--- config.mk ---
export PLATFORM = sky130hd
export DESIGN_NAME = rmq_queue
export DESIGN_NICKNAME = d
export VERILOG_FILES = /design/src/design/rmq_pkg.sv /design/src/design/rmq_queue.sv
export SDC_FILE = /design/constraint.sdc
export NUM_CORES = 1
export LEC_CHECK = 0
export BUFFER_PORTS_ARGS = -buffer_cell sky130_fd_sc_hd__buf_2
export CORE_UTILIZATION = 57
export CTS_CLUSTER_DIAMETER = 120
export DETAILED_ROUTE_END_ITERATION = 12
export GPL_TIMING_DRIVEN = 0
export HOLD_SLACK_MARGIN = 0.02
export PLACE_DENSITY = 0.78
export SYNTH_ARGS = -nofsm -noshare
export SYNTH_HDL_FRONTEND = slang
export SYNTH_SLANG_ARGS = --single-unit
--- constraint.sdc ---
create_clock -name clk -period 3.7 [get_ports clk]
set_input_delay 0.74 -clock clk [delete_from_list [all_inputs] [get_ports clk]]
set_output_delay 0.74 -clock clk [all_outputs]
set_load 0.05 [all_outputs]
--- src/design/rmq_pkg.sv ---
// Shared widths, types and constants for the rotation matrix to quaternion core.
package rmq_pkg;

  localparam int ELEM_W    = 16;
  localparam int ELEMS     = 9;
  localparam int IN_W      = ELEM_W * ELEMS;
  localparam int LANES     = 4;
  localparam int OUT_W     = ELEM_W * LANES;
  localparam int CALC_W    = 19;
  localparam int MAG_W     = 17;
  localparam int SQ_W      = 2 * MAG_W;
  localparam int SUM_W     = 36;
  localparam int ROOT_W    = 32;
  localparam int REM_W     = ROOT_W + 2;
  localparam int DEN_W     = ROOT_W + 1;
  localparam int NUM_SHIFT = 29;
  localparam int NUM_W     = MAG_W + NUM_SHIFT + 1;
  localparam int QUO_W     = 16;
  localparam int QDEPTH    = 4;
  localparam int QPTR_W    = 2;
  localparam int QCNT_W    = 3;

  localparam logic signed [CALC_W-1:0] ONE_Q14 = CALC_W'(16384);
  localparam logic [ELEM_W-1:0]        Q_MAX   = 16'h7FFF;
  localparam logic [ELEM_W-1:0]        Q_MIN   = 16'h8000;

  typedef struct packed {
    logic                        zero;
    logic [LANES-1:0]            neg;
    logic [LANES-1:0][MAG_W-1:0] mag;
  } vec_t;

endpackage

--- src/design/rmq_queue.sv ---
// Short request queue between front end and arithmetic back end.
module rmq_queue (
  input  logic          clk,
  input  logic          rst,
  input  logic          push,
  input  rmq_pkg::vec_t wdata,
  output logic          full,
  input  logic          pop,
  output logic          empty,
  output rmq_pkg::vec_t rdata
);
  import rmq_pkg::*;

  vec_t              mem [QDEPTH];
  logic [QPTR_W-1:0] wr_ptr;
  logic [QPTR_W-1:0] rd_ptr;
  logic [QCNT_W-1:0] count;

  assign full  = (count == QCNT_W'(QDEPTH));
  assign empty = (count == '0);
  assign rdata = mem[rd_ptr];

  always_ff @(posedge clk) begin
    if (rst) begin
      wr_ptr <= '0;
      rd_ptr <= '0;
      count  <= '0;
    end else begin
      if (push) begin
        wr_ptr <= wr_ptr + 1'b1;
      end
      if (pop) begin
        rd_ptr <= rd_ptr + 1'b1;
      end
      count <= count + QCNT_W'(push) - QCNT_W'(pop);
    end
  end

  always_ff @(posedge clk) begin
    if (push) begin
      mem[wr_ptr] <= wdata;
    end
  end

  a_no_overrun: assert property (@(posedge clk) disable iff (rst)
    !(push && full) && !(pop && empty))
    else $error("queue overrun or underrun");

  a_ptr_track: assert property (@(posedge clk) disable iff (rst)
    wr_ptr == QPTR_W'(rd_ptr + count[QPTR_W-1:0]))
    else $error("queue pointers disagree with count");

endmodule

==> results of run 1 <==
synth_stat cells (all sizes together), types with 2 or more instances:
cell / n
xnor2: 2
nor2: 5
and2: 4
nor2b: 2
ha: 6
mux4: 73
edfxtp: 292
inv: 6
buf: 15
dfxtp: 9
per-layer routing:
| metal | up-vias | part of all wire [%] | track usage [%] |
|---|---|---|---|
| met4 | 4 | 1.4 | 4.348 |
| met1 | 2600 | 41 | 26.02 |
| met2 | 149 | 50 | 32.15 |
| li1 | 2190 | - | - |
| met5 | - | 0.14 | 0 |
| met3 | 29 | 6.6 | 4.382 |
power groups by stage:
stage / sequential, mW / clock, mW / combinational (mW)
2_1_floorplan: 4.03 / 0 / 0.858
3_3_place_gp: 4.04 / 0 / 1.12
3_5_place_dp: 4.03 / 0 / 1.15
4_1_cts: 3.96 / 2.89 / 1.16
5_1_grt: 3.97 / 3.02 / 1.20
6_report: 3.96 / 2.83 / 1.14
layout by cell type, fill, tap and decap left out, drive strengths merged:
master    synthesis  routed
buf              15     170
a21oi             1       1
dfxtp             9       9
ha                6       6
and3              1       1
nor2              5       5
mux2i             1       1
fa                1       1
clkinv            0      13
mux4             73      73
bufinv            0       3
clkbuf            1      36
nor2b             2       2
inv               6       7
xnor2             2       2
a21bo             1       1
edfxtp          292     292
xor3              1       1
nand3b            1       1
and2              4       4
clkinvlp          0       1
nor3              1       1
kinds of logic after synthesis:
kind of cell	count (synthesis)	synth area share, %
compound gates	2	0.1359
xor+xnor	3	0.3738
fa+ha+maj	7	0.8608
buf+inv	22	1.937
flops	301	81.01
mux	74	15.01
simple gates	14	0.6796
final cells by class:
type	count	area (um^2)
buffer	16	191.4
clock buffer	35	748.2
clock inverter	18	172.7
fill	1154	5662
inverter	6	22.52
multi-input combinational	100	1894
sequential	301	8949
tap	260	325.3
timing repair buffer	155	865.8
registers in the layout, summed over array words and instances, names as in the netlist, named ones only:
register  cells
mem         292
count         3
wr_ptr        2
rd_ptr        2
path summary, 6_finish.rpt:
path                      to  cells after the start      start
hold / removal    mem[3][10]                      1  wdata[10]
setup / recovery   rdata[58]                      4       flop
hold reg to reg    rd_ptr[1]                      2  rd_ptr[1]
setup reg to reg    count[2]                      7   count[0]
metrics by stage:
stage | worst slack (ns) | instances
6_report | 0.9327 | 891
2_1_floorplan | 0.8140 | 423
3_5_place_dp | 1.366 | 838
5_1_grt | 0.8066 | 891
4_1_cts | 0.8563 | 891
3_3_place_gp | -0.6367 | 834
critical path, cell delays in order (launching register included):
cell	delay (ns)
sky130_fd_sc_hd__dfxtp_1	0.31
sky130_fd_sc_hd__clkbuf_2	0.26
sky130_fd_sc_hd__buf_2	0.33
sky130_fd_sc_hd__mux4_2	0.36
sky130_fd_sc_hd__buf_2	0.23
==> implementation parameters, run 1 <==
Parameter                              Value

Status
  Run status    finished, final reports clean

Synthesis
  Main synth FF type    sky130_fd_sc_hd__edfxtp_1
  Share of the synthesized area in the top cell type    79.37%
  Synthesis Warnings    0
  Number of distinct library cells after synthesis    22
  Number of flops mapped to enable cells by yosys    approximately 300
  Gate count after technology mapping    about 420
  Post-synthesis sequential area ratio    81.01%
  Syn avg cell area    26.12 um^2
  Mapped Nets    507
  Cell taking the most area after synthesis    sky130_fd_sc_hd__edfxtp_1
  Synthesized flop and latch total    301
  Async set-reset flop share out of synthesis    0%
  Top cells by area in the synthesized netlist    sky130_fd_sc_hd__edfxtp_1, sky130_fd_sc_hd__mux4_2, sky130_fd_sc_hd__dfxtp_1
  Post-synthesis cell area    11050 um^2

Power and ir drop
  Internal power summed over all cells    5.939 mW
  Proportion of power drawn by the clock network    a little over a third
  IR Drop Worst-Case VDD    about 0.44 mV
  Switching share of total power    25.08%
  PwrDens    602.0 nW/um^2
  Relative contribution of combinational cells to total power    14.4%
  Total net switching power    1.988 mW
  Part of the power in registers    49.9%
  Leak    4.506 nW
  Power after layout    7.927 mW

Place
  Post-DP HPWL    approximately 11000 um
  Area after detailed placement    12250 um^2
  Placer Congestion    0.6935
  Quantity of I/O buffers inserted on ports    between 150 and 200

Global route
  Antenna violations before repair    2
  Global-route usage over all layers    19.18%
  Global route overflow    0
  Pin count of the biggest net entering global routing    40
  Vias in the first global route    5248
  Wire length of the first global-routing pass    28620 um

Floorplan
  Cell Rows    50
  Vertical die dimension    between 100 and 150 um
  Total I/O pin count    152
  Die Outline Area    19940 um^2
  Die W    141.2 um
  Initial standard-cell utilization of the core    58.66%
  Std-Cell Core Area    roughly 19000 um^2

Clocking
  Number of CTS-inserted buffers    29
  CTS Sinks    301
  Number of hold buffers added after cts    0
  Root buffer cell    sky130_fd_sc_hd__clkbuf_16
  Setup Fix Bufs, Post-CTS    0
  H-tree depth    1
  Buffers from clock root to sink, at most    3
  Clock transition at the register clock pins on the worst setup and hold paths after CTS    0.06 ns
  Clock latency of the later-clocked register in the worst-skew pair    0.53 ns
  CTS tree    yes
  Number of instances resized during post-cts repair    0

STA
  Setup TNS    0 ns
  Final setup violation count    0
  Share of the cycle needed by the critical path after routing    74.79%
  Least-Margin Pin Slew    0.6102 ns
  Final hold violations    0
  Max_slew headroom    about three fifths
  Time the worst path needs with I/O delays and setup    2.767 ns
  Unrepaired setup endpoints after global routing    no
  Post-route worst hold slack    0.4182 ns
  Clk_skew    0.003777 ns
  Number of pins exceeding their max-slew limit in the final report    0
  Maximum operating frequency    361.4 MHz

Cells and area
  Final core area utilization    between 60% and 70%
  Area delta synth->final    19.21%
  Final antenna diode count    0
  Final design instance area without fill    13170 um^2
  Nets    693
  Share of final-layout standard cells stronger than drive strength 1    46.43%

Worst setup path
  Register-to-Register Setup Slack    approximately 1.9 ns
  Crit path arrival time    2.03 ns
  Highest net fanout along the worst path    10
  Category of the most critical setup path    reg2out
  Required arrival time at the worst endpoint    2.96 ns
  Critical path capture point type    output pin
  Kind of launch point of the worst setup path    flop

Job
  Number of violations of the max-capacitance limit    0

Detailed routing
  First-iteration detailed-routing DRC count    210
  Detailed-route wire length    ~19000 um
  DRT antenna net count    0
  Average wire per cell in the routed design    roughly 21 um
  Vias after detailed routing    4972
  TritonRoute pass-1 iters    4
  Number of vias per cell after detailed routing    5.580
  Residual DRC count    0

Worst hold path
  Class of the tightest hold or removal check    in2reg
Power figures use the tool's default switching activity.
==> run 2, diff against run 1 <==
--- a/config.mk
+++ b/config.mk
@@ -6,12 +6,12 @@
 export NUM_CORES = 1
 export LEC_CHECK = 0
 export BUFFER_PORTS_ARGS = -buffer_cell sky130_fd_sc_hd__buf_2
-export CORE_UTILIZATION = 57
+export CORE_UTILIZATION = 51
 export CTS_CLUSTER_DIAMETER = 120
 export DETAILED_ROUTE_END_ITERATION = 12
 export GPL_TIMING_DRIVEN = 0
 export HOLD_SLACK_MARGIN = 0.02
-export PLACE_DENSITY = 0.78
+export PLACE_DENSITY = 0.74
 export SYNTH_ARGS = -nofsm -noshare
 export SYNTH_HDL_FRONTEND = slang
 export SYNTH_SLANG_ARGS = --single-unit
==> constraint.sdc (replaced) <==
create_clock -name clk -period 2.4 [get_ports clk]
set_input_delay 0.48 -clock clk [delete_from_list [all_inputs] [get_ports clk]]
set_output_delay 0.48 -clock clk [all_outputs]
set_load 0.05 [all_outputs]
==> implementation parameters, run 2 (same netlist as run 1, synthesis figures left out) <==
Parameter                              Value

Floorplan
  Initial standard-cell utilization of the core    52.22% (-6.4 points)
  Total I/O pin count    152 (unchanged)
  Std-Cell Core Area    21150 um^2 (+12%)
  Cell Rows    53 (+6.0%)
  Die Outline Area    22250 um^2 (+12%)
  Die W    149.2 um (+5.6%)
  Vertical die dimension    149.2 um (+5.6%)

Power and ir drop
  IR Drop Worst-Case VDD    0.7972 mV (+82%)
  Proportion of power drawn by the clock network    34.9% (-0.8 points)
  PwrDens    912.3 nW/um^2 (+52%)
  Internal power summed over all cells    9.447 mW (+59%)
  Switching share of total power    24.76% (-0.32 points)
  Leak    4.688 nW (+4.0%)
  Part of the power in registers    48.6% (-1.3 points)
  Relative contribution of combinational cells to total power    16.5% (+2.1 points)
  Total net switching power    3.108 mW (+56%)
  Power after layout    12.56 mW (+58%)

Cells and area
  Final design instance area without fill    13760 um^2 (+4.5%)
  Leading cell type in the layout, fill and taps excluded    sky130_fd_sc_hd__edfxtp_1
  Area delta synth->final    24.58%
  Commonest cells after routing, fill and taps aside    sky130_fd_sc_hd__edfxtp_1, sky130_fd_sc_hd__buf_2, sky130_fd_sc_hd__mux4_2
  Biggest register    mem
  Nets    699 (+0.87%)
  Post-route insts no fill    915 (+2.7%)
  Flip-flop count of the largest register after layout    292 (unchanged)
  Final core area utilization    65.06% (-4.9 points)
  Fill cell count    1353 (+17%)
  Share of final-layout standard cells stronger than drive strength 1    45.70% (-0.74 points)
  Biggest registers after layout    mem (292), count (3)

Worst setup path
  Highest net fanout along the worst path    10 (unchanged)
  Crit path max-delay family    multiplexers
  R2r worst-path depth    7 (unchanged)
  Last element of the critical path    rdata[43]
  Kind of launch point of the worst setup path    flop
  Crit path arrival time    1.93 ns (-0.10 ns)
  Critical path depth in cells    4 (unchanged)
  Slowest cell on the critical path    sky130_fd_sc_hd__mux4_2
  Most prevalent standard cell on the critical path    sky130_fd_sc_hd__buf_12
  Buf/Inv on CP    3 (unchanged)
  Category of the most critical setup path    reg2out
  CP peak stage delay    0.54 ns (+0.18 ns)
  RR Startpoint    count[0]
  Required arrival time at the worst endpoint    1.92 ns (-1.04 ns)
  Reg-to-reg critical path endpoint    count[2]
  Cell Chain, Critical Path    buf_12 > buf_12 > mux4_2 > buf_6
  Critical path capture point type    output pin
  Register-to-Register Setup Slack    0.55 ns (-1.31 ns)

STA
  Time the worst path needs with I/O delays and setup    2.408 ns
  Clk_skew    0.007711 ns (+0.003934 ns)
  Maximum operating frequency    415.2 MHz
  Final WS setup    -0.008325 ns (-0.9410 ns)
  Least-Margin Pin Slew    0.6123 ns (+0.002104 ns)
  Number of pins exceeding their max-slew limit in the final report    0 (unchanged)
  Setup TNS    -0.02750 ns (-0.02750 ns)
  Max_slew headroom    59.18% (-0.14 points)
  Share of the cycle needed by the critical path after routing    100.3%
  Final hold violations    0 (unchanged)
  Post-route worst hold slack    0.1488 ns (-0.2694 ns)
  Unrepaired setup endpoints after global routing    yes
  Final setup violation count    5 (+5)

Status
  Run status    finished with violations
  Failing checks    setup timing

Place
  Post-DP HPWL    11530 um (+1.8%)
  DP Cell Count    853 (+1.8%)
  Area after detailed placement    12250 um^2 (about the same)
  Placer Congestion    0.7039 (+1.5%)
  Quantity of I/O buffers inserted on ports    151 (unchanged)
  Post-Place Worst Slack    0.3412 ns (-1.025 ns)

Clocking
  CTS tree    yes
  Root buffer cell    sky130_fd_sc_hd__clkbuf_16
  Clock latency of the later-clocked register in the worst-skew pair    0.54 ns (about the same)
  Number of CTS-inserted buffers    30 (+3.4%)
  H-tree depth    1 (unchanged)
  Buffers from clock root to sink, at most    3 (unchanged)
  Clock transition at the register clock pins on the worst setup and hold paths after CTS    0.06 ns (about the same)
  CTS Sinks    301 (unchanged)

Detailed routing
  Residual DRC count    0 (unchanged)
  Average wire per cell in the routed design    21.02 um (+1.1%)
  DRT antenna net count    0 (unchanged)
  Vias after detailed routing    4963 (-0.18%)
  TritonRoute pass-1 iters    4 (unchanged)
  Number of vias per cell after detailed routing    5.424 (-2.8%)
  First-iteration detailed-routing DRC count    227 (+8.1%)
  Detailed-route wire length    19230 um (+3.8%)

Global route
  Global route overflow    0 (unchanged)
  Pin count of the biggest net entering global routing    43 (+7.5%)
  Antenna violations before repair    4 (+2)
  Global-route usage over all layers    17.71% (-1.5 points)
  Vias in the first global route    5516 (+5.1%)
  Wire length of the first global-routing pass    29500 um (+3.1%)

Job
  Number of violations of the max-capacitance limit    0 (unchanged)

Worst hold path
  Class of the tightest hold or removal check    in2reg
-- run 2: power by group through the flow --
stage	Clock (mW)	Combinational, mW	Sequential [mW]
floorplan	0	1.32	6.20
global placement	0	1.72	6.21
detailed placement	0	1.78	6.22
CTS	4.47	2.06	6.11
global route	4.68	2.17	6.13
finish	4.38	2.07	6.10
-- run 2: final cells by class --
cell class              count  area [um^2]  share of cell area (%)
well taps                 275        344.1                   2.500
clock inverters            12        108.9                  0.7910
multi-input cells         100         1894                   13.76
clock buffers              44        824.5                   5.991
diodes                      1        2.502                 0.01818
flip-flops and latches    301         8952                   65.05
plain buffers              16        220.2                   1.600
inverters                   6        22.52                  0.1637
repair buffers            160         1393                   10.12
-- run 2: worst min-delay path by stage --
| stage | to | cells after the start | startpoint |
|---|---|---|---|
| 5_1_grt | mem[2][44] | 1 | wdata[44] |
| 3_5_place_dp | flop | 2 | rd_ptr[0] |
| 2_1_floorplan | flop | 2 | rd_ptr[1] |
| 4_1_cts | mem[2][11] | 1 | wdata[11] |
| 6_report | mem[0][68] | 1 | wdata[68] |
| 3_3_place_gp | flop | 2 | rd_ptr[1] |
-- run 2: routing by layer --
layer / up-vias / share of wire [%] / global-route usage (%)
met5: - / 0.068 / 0
met4: 2 / 1.7 / 4.541
met3: 32 / 7.1 / 4.801
met2: 156 / 52 / 30.91
met1: 2564 / 39 / 21.90
li1: 2209 / - / -
-- run 2: repair_timing --
item | 4_1_cts | 5_1_grt
hold buffers | 0 | 0
endpoints found under the setup margin | 71 | 71
resized for setup | 151 | 6
cloned | 0 | 3
buffers inserted | 1 | 1
==> run 3, diff against run 2 <==
--- a/config.mk
+++ b/config.mk
@@ -12,6 +12,7 @@
 export GPL_TIMING_DRIVEN = 0
 export HOLD_SLACK_MARGIN = 0.02
 export PLACE_DENSITY = 0.74
+export RECOVER_POWER = 50
 export SYNTH_ARGS = -nofsm -noshare
 export SYNTH_HDL_FRONTEND = slang
 export SYNTH_SLANG_ARGS = --single-unit
==> implementation parameters, run 3 (same netlist as run 1, synthesis figures left out) <==
Parameter                              Value

STA
  Maximum operating frequency    415.8 MHz (+0.15%)
  Unrepaired setup endpoints after global routing    yes
  Setup TNS    -0.009683 ns (+0.01782 ns)
  Final hold violations    0 (unchanged)
  Post-route worst hold slack    0.1982 ns (+0.04947 ns)
  Least-Margin Pin Slew    0.6101 ns (-0.002106 ns)
  Max_slew headroom    59.32% (+0.14 points)
  Final setup violation count    3 (-2)
  Share of the cycle needed by the critical path after routing    100.2% (-0.15 points)
  Clk_skew    0.009872 ns (+0.002161 ns)
  Time the worst path needs with I/O delays and setup    2.405 ns (-0.003520 ns)
  Number of pins exceeding their max-slew limit in the final report    0 (unchanged)
  Final WS setup    -0.004806 ns (+0.003520 ns)

Worst hold path
  End of the worst hold path    mem[0][42]
  Number of instances on the worst hold path    1 (unchanged)
  Class of the tightest hold or removal check    in2reg
  Worst hold start    wdata[42]

Worst setup path
  Category of the most critical setup path    reg2out
  RR Startpoint    count[0]
  Crit path arrival time    1.92 ns (about the same)
  Reg-to-reg critical path endpoint    count[2]
  Register-to-Register Setup Slack    0.55 ns (about the same)
  Slowest cell on the critical path    sky130_fd_sc_hd__mux4_2
  Required arrival time at the worst endpoint    1.92 ns (about the same)
  Highest net fanout along the worst path    10 (unchanged)
  Crit path max-delay family    multiplexers
  Most prevalent standard cell on the critical path    sky130_fd_sc_hd__buf_12
  Buf/Inv on CP    3 (unchanged)
  Kind of launch point of the worst setup path    flop
  R2r worst-path depth    7 (unchanged)
  CP peak stage delay    0.54 ns (about the same)
  Critical path capture point type    output pin
  Cell Chain, Critical Path    buf_12 > buf_12 > mux4_2 > buf_6

Floorplan
  Std-Cell Core Area    21150 um^2 (unchanged)
  Initial standard-cell utilization of the core    52.22% (unchanged)
  Cell Rows    53 (unchanged)
  Die Outline Area    22250 um^2 (unchanged)
  Total I/O pin count    152 (unchanged)
  Vertical die dimension    149.2 um (unchanged)
  Die W    149.2 um (unchanged)

Power and ir drop
  PwrDens    917.3 nW/um^2 (+0.54%)
  Leak    4.487 nW (-4.3%)
  IR Drop Worst-Case VDD    0.7996 mV (+0.30%)

Detailed routing
  Detailed-route wire length    19320 um (+0.47%)
  DRT antenna net count    0 (unchanged)
  Average wire per cell in the routed design    21.11 um (+0.47%)
  First-iteration detailed-routing DRC count    203 (-11%)
  Number of vias per cell after detailed routing    5.431 (+0.12%)
  TritonRoute pass-1 iters    5 (+1)
  Residual DRC count    0 (unchanged)
  Vias after detailed routing    4969 (+0.12%)

Clocking
  H-tree depth    1 (unchanged)
  Clock transition at the register clock pins on the worst setup and hold paths after CTS    0.06 ns (about the same)
  Number of CTS-inserted buffers    30 (unchanged)
  CTS tree    yes
  Root buffer cell    sky130_fd_sc_hd__clkbuf_16
  Clock latency of the later-clocked register in the worst-skew pair    0.54 ns (about the same)
  CTS Sinks    301 (unchanged)
  Buffers from clock root to sink, at most    3 (unchanged)

Place
  Quantity of I/O buffers inserted on ports    151 (unchanged)
  Placer Congestion    0.7039 (unchanged)
  DP Cell Count    853 (unchanged)
  Post-DP HPWL    11530 um (unchanged)
  Post-Place Worst Slack    0.3412 ns (unchanged)

Job
  Number of violations of the max-capacitance limit    0 (unchanged)

Global route
  Global-route usage over all layers    17.71% (unchanged)
  Vias in the first global route    5516 (unchanged)
  Wire length of the first global-routing pass    29500 um (unchanged)
  Pin count of the biggest net entering global routing    43 (unchanged)
  Antenna violations before repair    1 (-3)
  Global route overflow    0 (unchanged)

Cells and area
  Final core area utilization    64.62% (-0.43 points)
  Biggest register    mem
  Commonest cells after routing, fill and taps aside    sky130_fd_sc_hd__edfxtp_1, sky130_fd_sc_hd__clkbuf_1, sky130_fd_sc_hd__mux4_2
  Fill cell count    1399 (+3.4%)
  Nets    699 (unchanged)
  Biggest registers after layout    mem (292), count (3)
  Flip-flop count of the largest register after layout    292 (unchanged)
  Post-route insts no fill    915 (unchanged)
  Leading cell type in the layout, fill and taps excluded    sky130_fd_sc_hd__edfxtp_1
  Share of final-layout standard cells stronger than drive strength 1    34.27% (-11 points)
  Area delta synth->final    23.75%

Status
  Failing checks    setup timing
  Run status    finished with violations
==> run 3: cell types whose count changed in the layout (fill, tap and decap cells not counted) <==
cell                       delta
sky130_fd_sc_hd__buf_2       -73
sky130_fd_sc_hd__clkbuf_1    +73
==> run 3: layout make-up <==
| class | count | area [um^2] | share of cell area (%) |
|---|---|---|---|
| antenna | 1 | 2.502 | 0.01830 |
| tap | 275 | 344.1 | 2.517 |
| sequential | 301 | 8952 | 65.49 |
| buffer | 16 | 220.2 | 1.611 |
| multi-input combinational | 100 | 1894 | 13.86 |
| inverter | 6 | 22.52 | 0.1647 |
| clock inverter | 12 | 108.9 | 0.7963 |
| timing repair buffer | 160 | 1301 | 9.519 |
| clock buffer | 44 | 824.5 | 6.031 |
==> run 3: worst max path at each step <==
stage	start	endpoint	slack (ns)	cells after the start
floorplan	count[1]	empty	0.51	1
global placement	push	mem[0][61]	-0.29	2
detailed placement	pop	count[2]	0.34	7
CTS	flop	rdata[53]	-0.05	4
global route	flop	rdata[43]	-0.08	4
finish	flop	rdata[53]	-0.005	4
==> run 3: where the power goes <==
| group | leakage, nW | internal (mW) | total [mW] | switching (mW) |
|---|---|---|---|---|
| Sequential | 2.76 | 6.04 | 6.10 | 0.0642 |
| Clock | 0.446 | 2.58 | 4.39 | 1.80 |
| Combinational | 1.28 | 0.809 | 2.05 | 1.24 |
==> run 3: metal layers <==
layer  part of all wire (%)  global-route usage [%]  wire length [um]
met5                      0                       0                 0
met3                    7.5                   4.801              1445
met4                    1.5                   4.541               293
met2                     52                   30.91             10040
met1                     39                   21.90              7543
==> run 3: stage by stage <==
| stage | area, um^2 | power (mW) |
|---|---|---|
| 2_1_floorplan | 11050 | 7.522 |
| 3_3_place_gp | 12150 | 7.927 |
| 3_5_place_dp | 12250 | 7.996 |
| 4_1_cts | 13660 | 12.63 |
| 5_1_grt | 13670 | 12.96 |
| 6_report | 13670 | 12.54 |
==> run 3: timing repair <==
item	4_1_cts	5_1_grt
resized for setup	151	6
endpoints found under the hold margin	0	0
endpoints found under the setup margin	71	71
cloned	0	3
setup buffers	1	1
hold buffers	0	0
