<file path="src/design/rmq_pkg.sv">
// Shared widths, types and constants for the rotation matrix to quaternion core.
package rmq_pkg;

  localparam int ELEM_W    = 16;
  localparam int ELEMS     = 9;
  localparam int IN_W      = ELEM_W * ELEMS;
  localparam int LANES     = 4;
  localparam int OUT_W     = ELEM_W * LANES;
  localparam int CALC_W    = 19;
  localparam int MAG_W     = 17;
  localparam int SQ_W      = 2 * MAG_W;
  localparam int SUM_W     = 36;
  localparam int ROOT_W    = 32;
  localparam int REM_W     = ROOT_W + 2;
  localparam int DEN_W     = ROOT_W + 1;
  localparam int NUM_SHIFT = 29;
  localparam int NUM_W     = MAG_W + NUM_SHIFT + 1;
  localparam int QUO_W     = 16;
  localparam int QDEPTH    = 4;
  localparam int QPTR_W    = 2;
  localparam int QCNT_W    = 3;

  localparam logic signed [CALC_W-1:0] ONE_Q14 = CALC_W'(16384);
  localparam logic [ELEM_W-1:0]        Q_MAX   = 16'h7FFF;
  localparam logic [ELEM_W-1:0]        Q_MIN   = 16'h8000;

  typedef struct packed {
    logic                        zero;
    logic [LANES-1:0]            neg;
    logic [LANES-1:0][MAG_W-1:0] mag;
  } vec_t;

endpackage

</file>
<file path="src/design/rmq_front.sv">
// Front end: accepts a matrix, picks the branch and forms the scaled vector.
module rmq_front (
  input  logic                     clk,
  input  logic                     rst,
  input  logic                     s_tvalid,
  output logic                     s_tready,
  input  logic [rmq_pkg::IN_W-1:0] s_tdata,
  output logic                     push,
  input  logic                     full,
  output rmq_pkg::vec_t            vec
);
  import rmq_pkg::*;

  localparam logic [1:0] BR_TRACE = 2'd0;
  localparam logic [1:0] BR_X     = 2'd1;
  localparam logic [1:0] BR_Y     = 2'd2;
  localparam logic [1:0] BR_Z     = 2'd3;

  logic signed [CALC_W-1:0] a [ELEMS];
  logic signed [CALC_W-1:0] tr;
  logic signed [CALC_W-1:0] d;
  logic signed [CALC_W-1:0] v [LANES];
  logic [1:0]               br;
  logic                     fr_valid;
  vec_t                     vec_in;

  function automatic logic [MAG_W-1:0] mag_of(input logic signed [CALC_W-1:0] x);
    logic [CALC_W-1:0] t;
    t = x[CALC_W-1] ? CALC_W'(-x) : CALC_W'(x);
    return t[MAG_W-1:0];
  endfunction

  always_comb begin
    for (int i = 0; i < ELEMS; i++) begin
      a[i] = {{(CALC_W-ELEM_W){s_tdata[ELEM_W*i+ELEM_W-1]}}, s_tdata[ELEM_W*i +: ELEM_W]};
    end
    tr = a[0] + a[4] + a[8];
    if (tr > 0) begin
      br = BR_TRACE;
    end else if (a[0] > a[4] && a[0] > a[8]) begin
      br = BR_X;
    end else if (a[4] > a[8]) begin
      br = BR_Y;
    end else begin
      br = BR_Z;
    end
    unique case (br)
      BR_TRACE: begin
        d    = ONE_Q14 + tr;
        v[0] = d;
        v[1] = a[7] - a[5];
        v[2] = a[2] - a[6];
        v[3] = a[3] - a[1];
      end
      BR_X: begin
        d    = ONE_Q14 + a[0] - a[4] - a[8];
        v[0] = a[7] - a[5];
        v[1] = d;
        v[2] = a[1] + a[3];
        v[3] = a[2] + a[6];
      end
      BR_Y: begin
        d    = ONE_Q14 + a[4] - a[0] - a[8];
        v[0] = a[2] - a[6];
        v[1] = a[1] + a[3];
        v[2] = d;
        v[3] = a[5] + a[7];
      end
      default: begin
        d    = ONE_Q14 + a[8] - a[0] - a[4];
        v[0] = a[3] - a[1];
        v[1] = a[2] + a[6];
        v[2] = a[5] + a[7];
        v[3] = d;
      end
    endcase
    vec_in.zero = (d <= 0);
    for (int l = 0; l < LANES; l++) begin
      vec_in.neg[l] = v[l][CALC_W-1];
      vec_in.mag[l] = mag_of(v[l]);
    end
  end

  assign s_tready = !fr_valid || !full;
  assign push     = fr_valid && !full;

  always_ff @(posedge clk) begin
    if (rst) begin
      fr_valid <= 1'b0;
    end else if (s_tvalid && s_tready) begin
      fr_valid <= 1'b1;
    end else if (push) begin
      fr_valid <= 1'b0;
    end
  end

  always_ff @(posedge clk) begin
    if (s_tvalid && s_tready) begin
      vec <= vec_in;
    end
  end

  a_hold: assert property (@(posedge clk) disable iff (rst)
    fr_valid && !push |=> fr_valid && $stable(vec))
    else $error("front request lost while queue full");

endmodule

</file>
<file path="config.mk">
export PLATFORM = sky130hd
export DESIGN_NAME = rmq_front
export DESIGN_NICKNAME = d
export VERILOG_FILES = /design/src/design/rmq_pkg.sv /design/src/design/rmq_front.sv
export SDC_FILE = /design/constraint.sdc
export NUM_CORES = 1
export LEC_CHECK = 0
export BUFFER_PORTS_ARGS = -buffer_cell sky130_fd_sc_hd__buf_2
export CAP_MARGIN = 20
export CORE_ASPECT_RATIO = 2
export CORE_MARGIN = 2
export CORE_UTILIZATION = 50
export DETAILED_ROUTE_END_ITERATION = 6
export PLACE_DENSITY = 0.7
export SLEW_MARGIN = 25
export SYNTH_ARGS = -nofsm -noshare
export SYNTH_HDL_FRONTEND = slang
export SYNTH_SLANG_ARGS = --single-unit
</file>
<file path="constraint.sdc">
create_clock -name clk -period 15 [get_ports clk]
set_clock_uncertainty 0.1 [all_clocks]
set_input_delay 0.75 -clock clk [delete_from_list [all_inputs] [get_ports clk]]
set_output_delay 0.75 -clock clk [all_outputs]
set_load 0.01 [all_outputs]
</file>
==> run_results.csv, run 1 <==
group,metric,value,unit
sta,finalCritPeriodShare,48.20,%
synth,synth.avg_cell_area,8.221,um^2
clock_network,clock-sinks,74,
sta,setup_viol,0,
grt,antenna_found_initial,1,
critical_path,startpoint_type,"input port",
critical_path,end_kind,"flop",
floorplanning,fp-row-count,98,
pwr,power,0.002488,W
synth,postSynth.asyncResetShare,0,%
synth,synth_most_common_cell,"ha_1",
sta,maxSlewHeadroom,19.64,%
cells_and_area,drive_above_1_share,12.89,%
critical_path,cp.depth,22,
clock_network,cts_hold_buf,0,
drt,drt_first_pass_iters,7,
grt,grt_pass1_wl,109500,um
grt,gr-usage-all-layers,38.52,%
clock_network,cts-resized-gates,0,
sta,setup_ws,7.769,ns
pwr,vdd_drop_max,0.06117,mV
clock_network,h-tree-depth,3,
sta,worst_slew_pin_slew,1.194,ns
drt,drc,1,
critical_path,cp_cell_sequence,"buf_2, inv_1, fa_1, inv_1, ha_1, a21oi_1, o211ai_1, a31oi_1, nand2b_1, a21o_1, xnor2_1, ha_1, inv_1, a211o_1, o21ai_4, buf_4, nand2_1, o21ai_1, inv_1, o211ai_1, o21ai_0, a211oi_1",
placement,dpl_cell_area,0.01942,mm^2
critical_path,critPathTopFamily,"compound AO/OA/AOI/OAI gates",
floorplanning,die_h,272.7,um
synth,synth_top_cell_by_area,"ha_1",
synth,synthCells,2196,
synth,synth_fp_nets,2722,
floorplanning,ios,223,
cells_and_area,fin_cells,2800,
cells_and_area,n_antenna_cell,0,
flow_run,max_cap_violations,0,
placement,dp.cells,2782,
clock_network,cts-root-buf,"clkbuf_16",
critical_path,reg2reg_depth,2,
placement,place_congestion,1.083,
floorplanning,start_util,50.59,%
clock_network,clockBufferDepth,2,
sta,hold_viol,0,
drt,avgViaCountPerCell,6.426,
critical_path,critPathMaxFanout,50,
cells_and_area,design_area,0.01976,mm^2
pwr,p_leak,9.060,nW
cells_and_area,areaGrowthSynthToFinish,9.461,%
drt,num_vias,17990,
grt,grt_max_degree,74,
hold_path,whs_path_depth,2,
sta,slew_viol_final,0,
drt,postRouteWirelength,74850,um
sta,rsz0062_at_grt,"false",
clock_network,cts_setup_buffers,0,
clock_network,clk_pin_slew,0.07,ns
floorplanning,dieArea,0.03773,mm^2
sta,fin_tns_setup,0,ns
critical_path,path_buf_inv,6,
synth,yosys_warnings,0,
grt,grt-ovfl-total,0,
floorplanning,core,0.03568,mm^2
critical_path,cp.required,15.08,ns
synth,ys_seq_area_share,12.25,%
sta,post-route-min-period,7.231,ns
clock_network,cts_tree,"built",
synth,synthTopCellsByCount,"304 x ha_1, 213 x inv_1, 166 x nor2_1, 156 x a21oi_1, 113 x xnor2_1",
synth,synth-edff-count,73,
run_status,violations,"DRC",
placement,place_hpwl,62630,um
synth,yosys_most_used_dff,"edfxtp_1",
sta,max_freq,138.3,MHz
critical_path,cp_slowest_cell,"o21ai_1",
critical_path,max_stage_delay,0.60,ns
pwr,p_per_area,125.9,mW/mm^2
placement,io_buffer_count,222,
clock_network,clk-insertion-delay-late,0.36,ns
floorplanning,die_w,138.4,um
synth,syn_area,0.01805,mm^2
synth,synth_top_cell_area_share,21.07,%
synth,synth_cell_types,100,
clock_network,numCtsBuffers,9,
placement,dp_slack,7.600,ns
critical_path,arrival,7.31,ns
drt,drt-initial-drc-count,1350,
critical_path,critPathMostFrequentCell,"inv_1",
hold_path,hold_class,"flop to flop",
cells_and_area,finalNetCount,2871,
synth,synth_seq_cells,74,
drt,wl_per_cell,26.73,um
critical_path,critical_path_class,"input port to flop",
grt,grt_pass1_vias,18600,
drt,ant_nets,0,
synth,synth_area_leaders,"ha_1 21%, edfxtp_1 12%, fa_1 8.2%",
run_status,status,"finished with violations",
## stage by stage
step,util [%],hold WS [ns]
floorplan,-,0.3653
global placement,54.41,0.3845
detailed placement,54.41,0.3962
CTS,55.33,0.4138
global route,55.38,0.4557
finish,55.38,0.4140
## worst min-delay path, cell delays in order (launching register included)
cell and delay (ns):
dfxtp_1 0.34, a21oi_1 0.07, nor2_1 0.07
## cells in the final DEF (no fill, tap or decap), types with 14 or more instances in the layout
master	n
o211ai_1	33
edfxtp_1	73
or3_1	18
inv_1	213
mux2i_1	28
buf_4	14
a21oi_1	156
o21a_1	27
nand4_1	14
ha_1	304
a21o_1	33
and3_1	15
nor3_1	52
buf_2	223
or4_1	16
xor2_1	60
nor2b_1	22
nor4_1	23
xnor2_1	113
a211oi_1	29
a221oi_1	19
and2_1	19
fa_1	74
nand2b_1	35
o21ai_0	100
a31oi_1	42
nand2_1	96
nor2_1	165
a211o_1	18
nand3_1	50
## worst paths after layout
path                    from        to  slack, ns
hold / removal      fr_valid  fr_valid       0.41
setup reg to reg    fr_valid   vec[29]      13.26
hold reg to reg     fr_valid  fr_valid       0.41
setup / recovery  s_tdata[5]   vec[32]       7.77
## registers in the layout, summed over array words and instances, names as in the netlist
name	flops
vec	73
fr_valid	1
## layer usage
layer | share of wire, % | vias up | global-route usage, %
met5 | 0 | - | 0
met4 | 13 | 0 | 41.49
met3 | 5.5 | 360 | 5.520
met2 | 52 | 866 | 72.28
met1 | 29 | 8539 | 32.82
li1 | - | 8229 | -
## cells by family (layout without fill, tap and decap cells)
| logic type | Yosys count | after routing | share of synthesized area, % |
|---|---|---|---|
| xor gates and xnor gates | 173 | 173 | 8.393 |
| buffers and inverters | 312 | 466 | 6.792 |
| and+or+nand+nor | 575 | 575 | 16.43 |
| muxes | 34 | 34 | 1.927 |
| AOI/OAI and AO/OA | 650 | 650 | 24.92 |
| adders and majority gates | 378 | 378 | 29.28 |
| DFF | 74 | 74 | 12.25 |
## where the power goes
part           internal [W]  switching, W  leakage (nW)  total (W)
combinational      0.000632       0.00122          8.18    0.00186
clock              0.000148      0.000102         0.160   0.000249
sequential         0.000353     0.0000303         0.716   0.000383
## layout make-up
class,count,area [um^2]
inverters,213,799.5
clock buffers,9,225.2
clock inverters,7,101.3
repair buffers,237,1221
well taps,450,563.0
fillers,3454,15920
flip-flops and latches,74,2212
multi-input cells,1810,14640
(Power assumes the default switching activity.)
==> inputs of run 2 (changes only) <==
--- a/config.mk
+++ b/config.mk
@@ -11,7 +11,7 @@
 export CORE_MARGIN = 2
 export CORE_UTILIZATION = 50
 export DETAILED_ROUTE_END_ITERATION = 6
-export PLACE_DENSITY = 0.7
+export PLACE_DENSITY = 0.73
 export SLEW_MARGIN = 25
 export SYNTH_ARGS = -nofsm -noshare
 export SYNTH_HDL_FRONTEND = slang
==> constraint.sdc (replaced) <==
create_clock -name clk -period 6.55 [get_ports clk]
set_clock_uncertainty 0.1 [all_clocks]
set_input_delay 0.3275 -clock clk [delete_from_list [all_inputs] [get_ports clk]]
set_output_delay 0.3275 -clock clk [all_outputs]
set_load 0.01 [all_outputs]
==> run 2 against run 1 <==
Net effect:
- the flow now finishes without violations
- non-clock buffer count is 67 higher
- worst setup slack worse by 7.2 ns
- register-to-register slack worse by 8.5 ns
- combinational power is 140% higher
- largest power group unchanged
- clock power is 98% higher
- routed wire length is 3.5% higher
- first-iteration DRC count is 5.9% lower
==> run_results.csv, run 2 (synthesized netlist as in run 1, its figures left out) <==
group,metric,value,unit
run_status,status,"completed",
critical_path,critical_path_class,"input port to flop",
sta,rsz0062_at_grt,"false",
clock_network,cts-root-buf,"clkbuf_16",
pwr,p_per_area,286.7,mW/mm^2
clock_network,cts_tree,"built",
placement,dp_slack,0.3404,ns
critical_path,cp_cell_sequence,"buf_2, inv_1, fa_1, inv_1, ha_1, a21oi_1, o211ai_1, a31oi_1, nand2b_1, a21o_1, xnor2_1, ha_1, inv_1, a211o_1, o21ai_4, o211ai_1, and2_1, inv_1, ha_1, and3_1, a32oi_1, or4b_4, o41a_1, a21bo_1",
floorplanning,core,0.03568,mm^2
drt,drt_first_pass_iters,7,
hold_path,hold_class,"input port to flop",
critical_path,end_kind,"flop",
critical_path,critPathMaxFanout,6,
floorplanning,fp-row-count,98,
drt,avgViaCountPerCell,6.318,
floorplanning,start_util,50.59,%
sta,max_freq,168.5,MHz
grt,grt_pass1_wl,113100,um
floorplanning,ios,223,
critical_path,critPathTopFamily,"compound AO/OA/AOI/OAI gates",
grt,grt_max_degree,74,
sta,fin_tns_setup,0,ns
placement,place_congestion,1.105,
clock_network,cts_setup_buffers,0,
critical_path,max_stage_delay,0.56,ns
sta,maxSlewHeadroom,20.99,%
clock_network,numCtsBuffers,9,
sta,finalCritPeriodShare,90.59,%
hold_path,whs_path_depth,2,
floorplanning,die_w,138.4,um
cells_and_area,mostFrequentLayoutCell,"ha_1",
cells_and_area,areaGrowthSynthToFinish,12.25,%
sta,setup_viol,0,
flow_run,max_cap_violations,0,
drt,wl_per_cell,27.00,um
cells_and_area,final_cell_mix,"304 x ha_1, 222 x buf_2, 213 x inv_1",
sta,setup_ws,0.6161,ns
sta,post-route-min-period,5.934,ns
pwr,vdd_drop_max,0.1705,mV
drt,drc,0,
drt,drt-initial-drc-count,1270,
clock_network,clock-sinks,74,
drt,ant_nets,0,
placement,io_buffer_count,222,
critical_path,cp.depth,24,
grt,gr-usage-all-layers,40.22,%
sta,worst_slew_pin_slew,1.178,ns
grt,grt-ovfl-total,0,
grt,antenna_found_initial,3,
critical_path,path_buf_inv,5,
cells_and_area,largest_reg_flops,73,
floorplanning,dieArea,0.03773,mm^2
clock_network,clk_pin_slew,0.06,ns
clock_network,h-tree-depth,3,
placement,place_hpwl,65610,um
pwr,p_leak,9.373,nW
clock_network,clk-insertion-delay-late,0.36,ns
cells_and_area,drive_above_1_share,15.18,%
critical_path,arrival,5.96,ns
drt,num_vias,18130,
cells_and_area,reg_top3,"vec: 73 flops, fr_valid: 1 flops",
critical_path,startpoint_type,"input port",
critical_path,reg2reg_depth,2,
floorplanning,die_h,272.7,um
sta,slew_viol_final,0,
clock_network,cts-resized-gates,0,
sta,hold_viol,0,
clock_network,cts_hold_buf,0,
drt,postRouteWirelength,77500,um
critical_path,critPathMostFrequentCell,"inv_1",
cells_and_area,finalNetCount,2938,
cells_and_area,regMostFlops,"vec",
critical_path,cp.required,6.57,ns
critical_path,cp_slowest_cell,"fa_1",
grt,grt_pass1_vias,18630,
clock_network,clockBufferDepth,2,
-- run 2: worst reg2reg max path, cell delays in order (launching register included) --
cell and delay [ns]:
dfxtp_1 0.33, nand2_1 0.08, and2_4 0.83
-- run 2: where the power goes --
part | leakage [nW] | total, W | internal (W) | switching, W
logic | 8.53 | 0.00443 | 0.00160 | 0.00284
registers | 0.716 | 0.000884 | 0.000809 | 0.0000753
clock network | 0.127 | 0.000492 | 0.000258 | 0.000235
total | 9.37 | 0.00581 | 0.00266 | 0.00315
-- run 2: path summary, 6_finish.rpt --
| path | startpoint | endpoint | slack, ns |
|---|---|---|---|
| worst min-delay path | rst | fr_valid | 0.02 |
| worst max-delay path | s_tdata[5] | vec[33] | 0.62 |
| worst max register to register | fr_valid | vec[30] | 4.78 |
| worst min register to register | fr_valid | fr_valid | 0.44 |
-- run 2: per-layer routing --
layer	wire, um	track usage, %
met1	23330	34.45
met2	40310	74.97
met3	3409	5.309
met4	10460	44.58
met5	0	0
-- run 2: final cells by class --
| cell class | count | area (um^2) |
|---|---|---|
| inverters | 213 | 799.5 |
| fillers | 3403 | 15420 |
| clock buffers | 10 | 229.0 |
| diodes | 3 | 7.507 |
| repair buffers | 304 | 1777 |
| clock inverters | 6 | 41.29 |
| flip-flops and latches | 74 | 2212 |
| multi-input cells | 1810 | 14630 |
| well taps | 450 | 563.0 |
-- run 2: metrics by stage --
step	instance area, um^2	total power, W	hold slack (ns)	cells	util [%]
2_1_floorplan	18050	0.003488	0.2999	2196	-
3_3_place_gp	19980	0.005139	0.3834	2850	55.99
3_5_place_dp	19980	0.005167	0.3967	2850	55.99
4_1_cts	20250	0.005671	0.03101	2866	56.75
5_1_grt	20260	0.006058	0.04402	2870	56.79
6_report	20260	0.005809	0.01945	2870	56.79
==> inputs of run 3 (changes only) <==
--- a/config.mk
+++ b/config.mk
@@ -5,13 +5,15 @@
 export SDC_FILE = /design/constraint.sdc
 export NUM_CORES = 1
 export LEC_CHECK = 0
+export ABC_AREA = 1
 export BUFFER_PORTS_ARGS = -buffer_cell sky130_fd_sc_hd__buf_2
 export CAP_MARGIN = 20
 export CORE_ASPECT_RATIO = 2
 export CORE_MARGIN = 2
 export CORE_UTILIZATION = 50
 export DETAILED_ROUTE_END_ITERATION = 6
-export PLACE_DENSITY = 0.73
+export MAX_ROUTING_LAYER = met4
+export PLACE_DENSITY_LB_ADDON = 0.12
 export SLEW_MARGIN = 25
 export SYNTH_ARGS = -nofsm -noshare
 export SYNTH_HDL_FRONTEND = slang
==> run 3 against run 2 <==
Net effect:
- worst hold slack better by 0.023 ns
- critical path depth is 8 higher
- global-route usage is 1.7 points lower
- synthesized cell count is 28% higher
- via count is 8.4% higher
- sequential share of layout area is 0.18 points lower
- first-iteration DRC count is 7.5% higher
- critical path type unchanged
==> run_results.csv, run 3 <==
group,metric,value,unit
floorplanning,core,0.03716,mm^2
pwr,power_switching,0.003437,W
critical_path,reg2reg_depth,2,
synth,synth_cell_types,53,
placement,place_hpwl,64170,um
grt,grt_pass1_vias,19880,
cells_and_area,regMostFlops,"vec",
drt,postRouteWirelength,74310,um
clock_network,clk-insertion-delay-late,0.33,ns
floorplanning,dieArea,0.03921,mm^2
synth,synth-edff-count,73,
sta,maxSlewHeadroom,37.47,%
floorplanning,ios,223,
sta,slew_viol_final,0,
synth,synth_top_cell_by_area,"ha_1",
sta,finalCritPeriodShare,87.26,%
cells_and_area,fill_cells,3746,
synth,yosys.area_share.adder,28.15,%
placement,place_congestion,1.117,
synth,ys_seq_area_share,11.78,%
placement,dpl_cell_area,0.02029,mm^2
grt,gr-usage-all-layers,38.50,%
floorplanning,die_h,278.1,um
cells_and_area,finalNetCount,3527,
clock_network,clock-sinks,74,
sta,post-route-min-period,5.716,ns
critical_path,cp.required,6.53,ns
clock_network,clockBufferDepth,2,
grt,grt_pass1_wl,111300,um
critical_path,reg2reg_from,"fr_valid",
clock_network,cts_tree,"built",
sta,hold_viol,0,
drt,drt_first_pass_iters,6,
floorplanning,start_util,50.53,%
pwr,sequentialPowerShare,15.1,%
synth,syn_area,0.01878,mm^2
clock_network,cts-resized-gates,0,
synth,yosys_most_used_dff,"edfxtp_1",
critical_path,r2r_slack,4.86,ns
drt,wl_per_cell,21.44,um
clock_network,cts_setup_buffers,0,
clock_network,numCtsBuffers,9,
sta,max_freq,175.0,MHz
pwr,p_per_area,290.0,mW/mm^2
synth,synth_area_leaders,"ha_1 20%, nand2_1 12%, edfxtp_1 12%",
synth,synth_fp_nets,3345,
cells_and_area,mostFrequentLayoutCell,"nand2_1",
synth,synth.avg_cell_area,6.661,um^2
pwr,switching_share,57.54,%
synth,yosys_warnings,0,
cells_and_area,reg_top3,"vec: 73 flops, fr_valid: 1 flops",
hold_path,hold_path_startpoint,"rst",
critical_path,critPathMostFrequentCell,"nand2_1",
cells_and_area,final_cell_mix,"615 x nand2_1, 478 x inv_1, 304 x ha_1",
grt,antenna_found_initial,1,
placement,io_buffer_count,222,
synth,synth-simple-area-share,32.19,%
synth,synth_most_common_cell,"nand2_1",
synth,synthCells,2819,
floorplanning,die_w,141.0,um
synth,postSynth.asyncResetShare,0,%
pwr,clkPwrFrac,8.4,%
cells_and_area,drive_above_1_share,11.74,%
sta,worst_slew_pin_slew,0.9379,ns
hold_path,min_to,"fr_valid",
drt,drc,0,
drt,ant_nets,0,
synth,synthTopCellsByCount,"615 x nand2_1, 478 x inv_1, 304 x ha_1, 285 x nand3_1, 241 x nor2_1",
hold_path,whs_path_depth,2,
critical_path,end_kind,"flop",
synth,synth_compound_area_share,9.556,%
critical_path,cp_slowest_cell,"fa_1",
grt,grt-ovfl-total,0,
synth,synth_top_family_by_area,"simple AND/OR/NAND/NOR gates",
floorplanning,fp-row-count,100,
drt,avgViaCountPerCell,5.671,
synth,synth_seq_cells,74,
critical_path,startpoint_type,"input port",
flow_run,max_cap_violations,0,
clock_network,clk_pin_slew,0.06,ns
sta,rsz0062_at_grt,"false",
pwr,combPwrFrac,76.5,%
critical_path,timing.rr.end,"vec[8]",
critical_path,critPathMaxFanout,30,
cells_and_area,design_area,0.02060,mm^2
clock_network,cts-root-buf,"clkbuf_16",
critical_path,critical_path_class,"input port to flop",
clock_network,h-tree-depth,3,
critical_path,arrival,5.70,ns
pwr,vdd_drop_max,0.2583,mV
sta,fin_tns_setup,0,ns
drt,drt-initial-drc-count,1365,
critical_path,max_stage_delay,0.54,ns
sta,setup_viol,0,
run_status,status,"completed",
grt,grt_max_degree,74,
cells_and_area,areaGrowthSynthToFinish,9.709,%
synth,synthXorXnorAreaFrac,6.437,%
synth,synth_mux_area_share,0,%
drt,num_vias,19660,
synth,synth_top_cell_area_share,20.26,%
clock_network,cts_hold_buf,0,
pwr,internal-power,0.002537,W
cells_and_area,largest_reg_flops,73,
pwr,p_leak,11.44,nW
hold_path,hold_class,"input port to flop",
==> run 3: cell types whose count changed in the layout (fill, tap and decap cells not counted), sizes merged, moves of 30 or more <==
cell and change:
a211oi -30, a31oi -31, buf -62, inv +277, nand2 +527, nand2b -35, nand3 +244, nand4 +75
nor2 +112, xnor2 -88, xor2 +53
==> run 3: layer usage <==
layer	track usage (%)	wire length, um	vias to the layer above
met5	-	0	-
met2	71.14	38980	759
met4	35.15	9010	0
met1	33.25	23030	9183
li1	-	-	9414
met3	4.215	3288	299
==> run 3: worst max-delay path: cells and delay by family <==
family | cells | cell delay [ns]
adder cells (fa/ha/maj) | 4 | 1.36
buffers and inverters | 7 | 0.77
XOR/XNOR | 2 | 0.46
AO/OA/AOI/OAI | 3 | 0.55
AND/OR/NAND/NOR | 16 | 2.19
==> run 3: power by group through the flow <==
stage	registers, W	clock network (W)	logic (W)
final	0.000900	0.000505	0.00457
after global routing	0.000909	0.000530	0.00494
after CTS	0.000903	0.000507	0.00448
after detailed placement	0.000909	0	0.00446
after global placement	0.000913	0	0.00442
after floorplan	0.000983	0	0.00280
==> run 3: stage by stage <==
step                      hold WS, ns  util, %  setup WS [ns]  instances  power (W)
after floorplan                0.2966        -          1.794       2819   0.003782
final                         0.04215    55.43         0.8342       3466   0.005974
after detailed placement       0.3872    54.61         0.5752       3449   0.005366
after global placement         0.3810    54.61         0.7048       3449   0.005333
after global routing          0.05519    55.43         0.3496       3466   0.006378
after CTS                     0.03454    55.43         0.9024       3465   0.005893
==> run 3: logic make-up (layout without fill, tap and decap cells) <==
logic type,Yosys count,count (layout)
simple gates,1357,1357
flops,74,74
other cells,0,1
compound gates,308,308
fa+ha+maj,378,378
buf+inv,564,751
xor+xnor,138,138
==> run 3: cell type report <==
| cell class | count | area [um^2] | area share (%) |
|---|---|---|---|
| Inverter | 493 | 1858 | 9.020 |
| Sequential cell | 74 | 2212 | 10.74 |
| Clock inverter | 4 | 48.80 | 0.2369 |
| Antenna cell | 1 | 2.502 | 0.01215 |
| Multi-Input combinational cell | 2181 | 14360 | 69.72 |
| Tap cell | 459 | 574.3 | 2.788 |
| Timing Repair Buffer | 242 | 1286 | 6.244 |
| Clock buffer | 12 | 256.5 | 1.245 |
==> run 3: how the worst max path moves through the flow <==
stage                     from       to  slack, ns  cells past startpoint
finish              s_tdata[6]  vec[10]       0.83                     32
global route        s_tdata[6]  vec[10]       0.35                     32
CTS                 s_tdata[3]  vec[10]       0.90                     32
detailed placement  s_tdata[6]  vec[10]       0.58                     32
global placement    s_tdata[3]  vec[10]       0.70                     32
floorplan           s_tdata[6]  vec[10]       1.79                     32
